==> src/rtl/crp_pkg.sv <==
`timescale 1ns / 1ps
// Shared types and constants for the CoAP response parser.
// Used by crp_parser, crp_out_fifo and coap_response_parser_top; depends on nothing.
package crp_pkg;

  localparam int unsigned MAX_TOKEN_LENGTH = 8;
  localparam int unsigned FIFO_DEPTH       = 4;
  localparam int unsigned FIFO_AW          = 2;
  localparam int unsigned FIFO_CW          = 3;

  localparam logic KIND_PAYLOAD  = 1'b0;
  localparam logic KIND_COMPLETE = 1'b1;

  localparam logic [2:0] VERDICT_OK        = 3'd0;
  localparam logic [2:0] VERDICT_SHORT     = 3'd1;
  localparam logic [2:0] VERDICT_TOKEN     = 3'd2;
  localparam logic [2:0] VERDICT_BAD_OPT   = 3'd3;
  localparam logic [2:0] VERDICT_NO_PAYLD  = 3'd4;

  localparam logic [3:0] NIB_EXT1   = 4'd13;
  localparam logic [3:0] NIB_EXT2   = 4'd14;
  localparam logic [3:0] NIB_BAD    = 4'd15;
  localparam logic [7:0] MARKER     = 8'hFF;
  localparam logic [9:0] COUNT_SAT  = 10'd1023;

  typedef enum logic [2:0] {
    PH_HEADER    = 3'd0,
    PH_TOKEN     = 3'd1,
    PH_OPT_HEAD  = 3'd2,
    PH_DELTA_EXT = 3'd3,
    PH_LEN_EXT   = 3'd4,
    PH_VALUE     = 3'd5,
    PH_PAYLOAD   = 3'd6
  } phase_t;

  typedef struct packed {
    logic       kind;
    logic [7:0] payload_byte;
    logic [9:0] status_code;
    logic [2:0] verdict;
    logic [9:0] payload_length;
    logic       run_end;
  } res_t;

  typedef struct packed {
    logic push0;
    logic push1;
    res_t r0;
    res_t r1;
  } push_t;

endpackage

==> src/rtl/coap_response_parser_top.sv <==
`timescale 1ns / 1ps
// Top level of the CoAP response parser: byte parser feeding a small result queue.
// Depends on crp_pkg, crp_parser and crp_out_fifo.
//
//   channel | direction | handshake          | payload
//   in_     | input     | in_valid/in_stall  | data_byte, last_byte
//   out_    | output    | out_valid/out_stall| kind, payload_byte, status_code,
//           |           |                    | verdict, payload_length, run_end
//
// One byte beat can be taken in every cycle while in_stall is low; its results are queued in the same cycle.
// A byte yields at most two results; the four-entry queue sets in_stall when it
// lacks room for two, so the sustained rate is one byte per cycle while out_stall is low.
// The results of a beat reach the outputs from the registered queue, not from the parser directly.
// Synchronous active-low reset empties the queue and returns the parser to the header.
module coap_response_parser_top import crp_pkg::*; #(
  parameter int unsigned MAX_MESSAGE_BYTES = 1024
) (
  input  logic       clk,
  input  logic       rst_n,
  input  logic       in_valid,
  output logic       in_stall,
  input  logic [7:0] in_data_byte,
  input  logic       in_last_byte,
  output logic       out_valid,
  input  logic       out_stall,
  output logic       out_kind,
  output logic [7:0] out_payload_byte,
  output logic [9:0] out_status_code,
  output logic [2:0] out_verdict,
  output logic [9:0] out_payload_length,
  output logic       out_run_end
);

  push_t push;
  res_t  head;
  logic  room;
  logic  accept;

  assign in_stall = !room;
  assign accept   = in_valid && room;

  crp_parser #(
    .MAX_MESSAGE_BYTES(MAX_MESSAGE_BYTES)
  ) u_parser (
    .clk      (clk),
    .rst_n    (rst_n),
    .accept   (accept),
    .data_byte(in_data_byte),
    .last_byte(in_last_byte),
    .push     (push)
  );

  crp_out_fifo u_fifo (
    .clk      (clk),
    .rst_n    (rst_n),
    .push     (push),
    .room     (room),
    .out_valid(out_valid),
    .out_stall(out_stall),
    .head     (head)
  );

  assign out_kind           = head.kind;
  assign out_payload_byte   = head.payload_byte;
  assign out_status_code    = head.status_code;
  assign out_verdict        = head.verdict;
  assign out_payload_length = head.payload_length;
  assign out_run_end        = head.run_end;

endmodule

==> src/rtl/crp_parser.sv <==
`timescale 1ns / 1ps
// Byte-wise parser state and per-beat result formation for the CoAP response parser.
// Depends on crp_pkg for the phase type and the result structures.
module crp_parser import crp_pkg::*; #(
  parameter int unsigned MAX_MESSAGE_BYTES = 1024
) (
  input  logic       clk,
  input  logic       rst_n,
  input  logic       accept,
  input  logic [7:0] data_byte,
  input  logic       last_byte,
  output push_t      push
);

  localparam int unsigned PW = $clog2(MAX_MESSAGE_BYTES + 1);

  phase_t        phase_r, phase_nxt;
  logic [PW-1:0] pos_r, pos_nxt;
  logic [7:0]    code_r, code_nxt;
  logic [3:0]    tl_r, tl_nxt;
  logic [1:0]    ext_r, ext_nxt;
  logic [16:0]   ovl_r, ovl_nxt;
  logic [7:0]    hi_r, hi_nxt;
  logic [9:0]    del_r, del_nxt;
  logic [2:0]    drop_r, drop_nxt;

  logic          active;
  logic          emit;
  logic [16:0]   bl_src;
  logic [2:0]    verdict;
  logic [2:0]    cls;
  logic [9:0]    status;
  logic [PW-1:0] token_end;
  res_t          pay_res;
  res_t          done_res;

  assign active = (drop_r == 3'd0) && (pos_r < PW'(MAX_MESSAGE_BYTES));
  assign bl_src = (phase_r == PH_OPT_HEAD) ? {13'd0, data_byte[3:0]} : ovl_r;

  always_comb begin
    phase_nxt = phase_r;
    pos_nxt   = pos_r;
    code_nxt  = code_r;
    tl_nxt    = tl_r;
    ext_nxt   = ext_r;
    ovl_nxt   = ovl_r;
    hi_nxt    = hi_r;
    del_nxt   = del_r;
    drop_nxt  = drop_r;
    emit      = 1'b0;
    if (accept && active) begin
      pos_nxt = pos_r + PW'(1);
      case (phase_r)
        PH_HEADER: begin
          if (pos_r == PW'(0)) tl_nxt = data_byte[3:0];
          if (pos_r == PW'(1)) code_nxt = data_byte;
          if (pos_r == PW'(3)) begin
            if (32'(tl_r) > MAX_TOKEN_LENGTH) drop_nxt = VERDICT_SHORT;
            else if (tl_r != 4'd0) phase_nxt = PH_TOKEN;
            else phase_nxt = PH_OPT_HEAD;
          end
        end
        PH_TOKEN: begin
          phase_nxt = PH_TOKEN;
        end
        PH_OPT_HEAD: begin
          if (data_byte == MARKER) begin
            phase_nxt = PH_PAYLOAD;
          end else if (data_byte[7:4] == NIB_BAD || data_byte[3:0] == NIB_BAD) begin
            drop_nxt = VERDICT_BAD_OPT;
          end else begin
            ovl_nxt = bl_src;
            if (data_byte[7:4] == NIB_EXT1) begin
              ext_nxt   = 2'd1;
              phase_nxt = PH_DELTA_EXT;
            end else if (data_byte[7:4] == NIB_EXT2) begin
              ext_nxt   = 2'd2;
              phase_nxt = PH_DELTA_EXT;
            end else if (bl_src == 17'd13) begin
              ext_nxt   = 2'd1;
              phase_nxt = PH_LEN_EXT;
            end else if (bl_src == 17'd14) begin
              ext_nxt   = 2'd2;
              phase_nxt = PH_LEN_EXT;
            end else if (bl_src == 17'd0) begin
              phase_nxt = PH_OPT_HEAD;
            end else begin
              phase_nxt = PH_VALUE;
            end
          end
        end
        PH_DELTA_EXT: begin
          ext_nxt = ext_r - 2'd1;
          if (ext_nxt == 2'd0) begin
            if (bl_src == 17'd13) begin
              ext_nxt   = 2'd1;
              phase_nxt = PH_LEN_EXT;
            end else if (bl_src == 17'd14) begin
              ext_nxt   = 2'd2;
              phase_nxt = PH_LEN_EXT;
            end else if (bl_src == 17'd0) begin
              phase_nxt = PH_OPT_HEAD;
            end else begin
              phase_nxt = PH_VALUE;
            end
          end
        end
        PH_LEN_EXT: begin
          if (ovl_r == 17'd13) begin
            ovl_nxt   = {9'd0, data_byte} + 17'd13;
            ext_nxt   = 2'd0;
            phase_nxt = PH_VALUE;
          end else if (ext_r == 2'd2) begin
            hi_nxt  = data_byte;
            ext_nxt = 2'd1;
          end else begin
            ovl_nxt   = {1'b0, hi_r, data_byte} + 17'd269;
            ext_nxt   = 2'd0;
            phase_nxt = PH_VALUE;
          end
        end
        PH_VALUE: begin
          ovl_nxt = ovl_r - 17'd1;
          if (ovl_nxt == 17'd0) phase_nxt = PH_OPT_HEAD;
        end
        PH_PAYLOAD: begin
          if (del_r < COUNT_SAT) del_nxt = del_r + 10'd1;
          emit = 1'b1;
        end
        default: begin
          drop_nxt = VERDICT_SHORT;
        end
      endcase
    end
  end

  assign token_end = PW'(4) + PW'(tl_nxt);

  always_comb begin
    if (drop_nxt != 3'd0) begin
      verdict = drop_nxt;
    end else begin
      case (phase_nxt)
        PH_HEADER:   verdict = VERDICT_SHORT;
        PH_TOKEN:    verdict = (pos_nxt < token_end) ? VERDICT_SHORT : VERDICT_TOKEN;
        PH_OPT_HEAD: verdict = VERDICT_OK;
        PH_PAYLOAD:  verdict = (del_nxt == 10'd0) ? VERDICT_NO_PAYLD : VERDICT_OK;
        default:     verdict = VERDICT_BAD_OPT;
      endcase
    end
  end

  assign cls    = code_nxt[7:5];
  assign status = {1'b0, cls, 6'd0} + {2'b0, cls, 5'd0} + {5'd0, cls, 2'd0}
                + {5'd0, code_nxt[4:0]};

  always_comb begin
    pay_res                = '0;
    pay_res.kind           = KIND_PAYLOAD;
    pay_res.payload_byte   = data_byte;
    pay_res.run_end        = ~last_byte;
    done_res               = '0;
    done_res.kind          = KIND_COMPLETE;
    done_res.status_code   = status;
    done_res.verdict       = verdict;
    done_res.payload_length = (verdict == VERDICT_OK) ? del_nxt : 10'd0;
    done_res.run_end       = 1'b1;
    push       = '0;
    push.push0 = accept && (emit || last_byte);
    push.push1 = accept && emit && last_byte;
    push.r0    = emit ? pay_res : done_res;
    push.r1    = done_res;
  end

  always_ff @(posedge clk) begin
    if (!rst_n || (accept && last_byte)) begin
      phase_r <= PH_HEADER;
      pos_r   <= '0;
      code_r  <= '0;
      tl_r    <= '0;
      ext_r   <= '0;
      ovl_r   <= '0;
      hi_r    <= '0;
      del_r   <= '0;
      drop_r  <= '0;
    end else begin
      phase_r <= phase_nxt;
      pos_r   <= pos_nxt;
      code_r  <= code_nxt;
      tl_r    <= tl_nxt;
      ext_r   <= ext_nxt;
      ovl_r   <= ovl_nxt;
      hi_r    <= hi_nxt;
      del_r   <= del_nxt;
      drop_r  <= drop_nxt;
    end
  end

  // A completed message leaves the parser ready for a fresh header.
  a_clear_after_last: assert property (@(posedge clk) disable iff (!rst_n)
    accept && last_byte |=> phase_r == PH_HEADER && pos_r == '0 && drop_r == 3'd0)
    else $error("parser state not cleared after final beat");

  // Payload bytes are only ever counted once the marker has been seen.
  a_count_in_payload: assert property (@(posedge clk) disable iff (!rst_n)
    del_r != 10'd0 |-> phase_r == PH_PAYLOAD)
    else $error("payload count outside payload phase");

  // A double push is always a payload beat followed by its completion.
  a_pair_order: assert property (@(posedge clk) disable iff (!rst_n)
    push.push1 |-> push.push0 && push.r0.kind == KIND_PAYLOAD
                   && push.r1.kind == KIND_COMPLETE)
    else $error("bad ordering of paired results");

endmodule

==> src/rtl/crp_out_fifo.sv <==
`timescale 1ns / 1ps
// Small result queue: takes up to two results per cycle and delivers one per beat.
// Depends on crp_pkg for the result structures and queue sizing.
module crp_out_fifo import crp_pkg::*; (
  input  logic clk,
  input  logic rst_n,
  input  push_t push,
  output logic  room,
  output logic  out_valid,
  input  logic  out_stall,
  output res_t  head
);

  res_t               mem_r [FIFO_DEPTH];
  logic [FIFO_AW-1:0] wr_r, wr_nxt;
  logic [FIFO_AW-1:0] rd_r, rd_nxt;
  logic [FIFO_CW-1:0] cnt_r, cnt_nxt;
  logic               pop;
  logic [FIFO_AW-1:0] wr_p1;

  assign room      = cnt_r <= FIFO_CW'(FIFO_DEPTH - 2);
  assign out_valid = cnt_r != '0;
  assign pop       = out_valid && !out_stall;
  assign head      = mem_r[rd_r];
  assign wr_p1     = wr_r + FIFO_AW'(1);

  always_comb begin
    wr_nxt  = wr_r + FIFO_AW'(push.push0) + FIFO_AW'(push.push1);
    rd_nxt  = rd_r + FIFO_AW'(pop);
    cnt_nxt = cnt_r + FIFO_CW'(push.push0) + FIFO_CW'(push.push1) - FIFO_CW'(pop);
  end

  always_ff @(posedge clk) begin
    if (push.push0) mem_r[wr_r] <= push.r0;
    if (push.push1) mem_r[wr_p1] <= push.r1;
  end

  always_ff @(posedge clk) begin
    if (!rst_n) begin
      wr_r  <= '0;
      rd_r  <= '0;
      cnt_r <= '0;
    end else begin
      wr_r  <= wr_nxt;
      rd_r  <= rd_nxt;
      cnt_r <= cnt_nxt;
    end
  end

  a_no_overflow: assert property (@(posedge clk) disable iff (!rst_n)
    cnt_r <= FIFO_CW'(FIFO_DEPTH))
    else $error("result queue overflow");

  a_push_has_room: assert property (@(posedge clk) disable iff (!rst_n)
    push.push0 |-> room)
    else $error("result pushed without room for a pair");

  a_pointer_gap: assert property (@(posedge clk) disable iff (!rst_n)
    FIFO_AW'(wr_r - rd_r) == cnt_r[FIFO_AW-1:0])
    else $error("queue pointers disagree with fill count");

endmodule

==> config.mk <==
export PLATFORM = sky130hd
export DESIGN_NAME = coap_response_parser_top
export DESIGN_NICKNAME = d
export VERILOG_FILES = /design/src/rtl/crp_pkg.sv /design/src/rtl/coap_response_parser_top.sv /design/src/rtl/crp_parser.sv /design/src/rtl/crp_out_fifo.sv
export SDC_FILE = /design/constraint.sdc
export NUM_CORES = 1
export LEC_CHECK = 0
export BUFFER_PORTS_ARGS = -buffer_cell sky130_fd_sc_hd__buf_2
export CAP_MARGIN = 20
export CORE_AREA = 2 2 166 168
export DETAILED_ROUTE_END_ITERATION = 6
export DIE_AREA = 0 0 168 170
export SKIP_CTS_REPAIR_TIMING = 1
export SYNTH_ARGS = -nofsm -noshare
export SYNTH_HDL_FRONTEND = slang
export SYNTH_SLANG_ARGS = --single-unit
==> constraint.sdc <==
create_clock -name clk -period 6.4 [get_ports clk]
set_input_delay 1.92 -clock clk [delete_from_list [all_inputs] [get_ports clk]]
set_output_delay 1.92 -clock clk [all_outputs]
set_load 0.01 [all_outputs]
==> impl_results.md <==
- Status: finished, final reports clean
- Reg clk slew, reported paths: roughly 0.06 ns
- WP data arrival: about 5.4 ns
- Vias post-DR: 8240
- DRT antenna net count: 0
- Synth Area in Compound Gates: 0.124
- Post-Synth Adder-Cell Area: 0.0382
- Initial Utilization: 0.398
- CTS tree: built
- Switch share: 0.320
- GPL Wtd Cong: approximately 0.9
- Max-cap violations: 0
- Drt wl/cell: roughly 19 um
- Internal power: between 2000 and 3000 uW
- Worst hold-check path type: flop to flop
- RSZ-0062 raised after global routing: false
- Final Slew Violations: 0
- Post-synth EDFFs: 92
- Setup_tns: 0 ns
- CP startpoint kind: input pin
- Post-layout util: 0.448
- Area growth syn-to-layout: 12.7%
- CTS max path bufs: 3
- Crit Path Max Fanout: 7
- Minimum clock period after layout: just over 5 ns
- DR iter-0 viols: ~670
- Max rail drop VDD: 175 uV
- Sequential share of power: 0.394
- GR Layer Usage met1: 0.262
- Power per Cell Area: 334 mW/mm^2
- Routed Wire Length: around 28 mm
- Simple-gate portion of the synthesized area: 0.199
- Synthesized area per cell: approximately 10 sq um
- # IOs: 48
- First-pass GRT wire length: around 44 mm
- Syn nets: roughly 1.1k
- Critical path class: input pin to flop
- Hpwl dp: 18.3 mm
- Final setup margin: about 1.3 ns
- Largest family of logic cells by synthesized area: simple AND/OR/NAND/NOR gates
- Antenna cells: 0
- Post-synthesis sequential area ratio: 0.474
- Post-synth ARST share: 0
- Placed insts: approximately 1.4k
- Share of cells above drive strength 1: 0.151
- Final setup fails: 0
- Grt met3 use: 0.0228
- Final std cells w/o fill: ~1.4k
- Fill cells: approximately 2.5k
- Via density: about 5.7
- Hold Fails Final Rpt: 0
- Mapped Area: 0.0106 sq mm
- Total CTS buffers: 24
- Overall power: 3990 uW
- DRC viols: 0
- Initial DRT Pass Iterations: 5
- #FFs+latches synth: approximately 200
- Power share of the combinational group: 0.258
- Clk pwr share: 0.348
- Nets: between 1k and 1.5k
- Initial antenna violation count: 0
- GRT busiest layer: met2
- DP Worst Slack: ~0.8 ns
- Worst setup EP type: flop
- Least-Margin Pin Slew: between 0.9 and 1 ns
- Root buf cell: clkbuf_16
- P_leak: 0.00450 uW
- R2r setup slk: 1.69 ns
- I/O Buffers: 47
- Die Span Y: around 170 um
- Core Footprint: approximately 0.027 sq mm
- Cells after Synth: roughly 1.1k
- Overflow after GRT: 0
- Fmax: roughly 200 MHz
- Synth Warn #: 0
- Multiplexer share of the synthesized area: 0.0953
- Unique masters post-synth: just over 70
- FP Rows: 60
- Vias in the first global route: between 7k and 8k
- Largest net degree at the start of global routing: between 40 and 50
- Clock Skew: approximately 0.017 ns
- Die Width: 168 um
- CTS Sinks: 205
- Worst-skew pair later-pin latency: 0.53 ns
- Net Switching: 1280 uW
- Die area: between 0.02 and 0.03 sq mm
- Post-Synth XOR/XNOR Area: 0.0314
- Critical Path RT: between 6 and 7 ns
- Met2 GRT Util: 0.326
- Total GRT Usage: 0.193
- Tcrit/Tclk final: 0.796
- H-tree depth: 1
- Prevailing post-synth register cell: dfxtp_1
- Worst slew margin: 0.340
-- routing by layer --
layer	up-vias	share of wire
li1	3967	-
met1	4035	0.46
met2	196	0.48
met3	42	0.044
met4	0	0.022
met5	-	0
-- Yosys cell counts (23+ instances only) --
library cell  count  area, sq um
edfxtp_1         92         2760
clkbuf_1         52          195
inv_1            34          128
nand3_1          23          115
a21oi_1          34          170
nand2_1          73          274
nor3_1           38          190
o21ai_0          37          185
dfxtp_1         113         2260
mux4_2           33          743
nor2_1          185          694
ha_1             26          325
-- layout by cell type (no fill, tap or decap), types with 7 or more instances in the layout --
cell type,count
xor2_1,18
nand4_1,15
o21ai_0,37
mux4_2,33
xnor2_1,20
nand2_1,72
inv_1,34
a32o_1,16
nor2_1,185
clkbuf_16,24
buf_2,47
nor4_1,16
ha_1,26
nor3_1,38
a31oi_1,7
mux2i_1,20
clkbuf_8,8
a21oi_1,34
dfxtp_1,112
edfxtp_1,92
a32oi_1,18
nor2b_1,17
buf_4,18
or3_1,7
and2_1,12
and3_1,13
or4_1,7
nand3_1,23
-- path summary, 6_finish.rpt --
path | start | depth (start not counted) | end
worst max-delay path | in_valid | 16 | u_fifo.mem_r[2][12]$_DFFE_PP_
worst min-delay path | u_fifo.mem_r[3][32]$_SDFFE_PP1P_ | 2 | u_fifo.mem_r[3][32]$_SDFFE_PP1P_
worst max register to register | u_parser.ovl_r[1]$_SDFFE_PP0P_ | 10 | u_fifo.mem_r[2][3]$_DFFE_PP_
worst min register to register | u_fifo.mem_r[3][32]$_SDFFE_PP1P_ | 2 | u_fifo.mem_r[3][32]$_SDFFE_PP1P_
-- state kept, by name (all words and copies together), names as in the netlist, 3 cells and up --
signal / cells
u_fifo.cnt_r: 3
u_fifo.mem_r: 132
u_parser.code_r: 8
u_parser.del_r: 10
u_parser.drop_r: 3
u_parser.hi_r: 8
u_parser.ovl_r: 17
u_parser.phase_r: 3
u_parser.pos_r: 11
u_parser.tl_r: 4
-- through the flow --
step           instance area [sq um]  hold slack, ns
6_report                       12000           0.448
5_1_grt                        12000           0.473
4_1_cts                        12000           0.448
3_5_place_dp                   11100           0.440
3_3_place_gp                   11100           0.427
2_1_floorplan                  10600           0.418
-- area by class of cell --
type	count	area (sq um)	share of cell area
Multi-Input combinational cell	751	5190	0.434
Clock inverter	7	80.1	0.00670
Timing Repair Buffer	65	370	0.0310
Clock buffer	37	732	0.0612
Tap cell	341	427	0.0357
Sequential cell	205	5030	0.421
Inverter	34	128	0.0107
-- worst max-delay path: stages --
cell,delay [ns]
buf_2,0.10
nand4bb_1,0.27
a21oi_1,0.27
nand3_1,0.18
mux2_2,0.34
ha_1,0.28
inv_1,0.04
ha_1,0.29
a21oi_1,0.15
nor2b_1,0.06
a2111oi_0,0.37
o211ai_1,0.15
a21oi_1,0.22
nand3_1,0.11
a221oi_1,0.48
nor3_1,0.12
-- power by group through the flow --
stage	registers [uW]	clock network (uW)	logic, uW
5_1_grt	1590	1470	1120
3_3_place_gp	1600	0	1020
6_report	1570	1390	1030
3_5_place_dp	1600	0	1030
2_1_floorplan	1520	0	785
4_1_cts	1580	1410	1030
-- cell families after synthesis --
| family | after synthesis |
|---|---|
| XOR/XNOR | 38 |
| AO/OA/AOI/OAI | 185 |
| AND/OR/NAND/NOR | 439 |
| buffers and inverters | 100 |
| flip-flops | 205 |
| multiplexers | 59 |
| adder cells (fa/ha/maj) | 30 |
No activity file was read; power rests on OpenSTA's default activity.
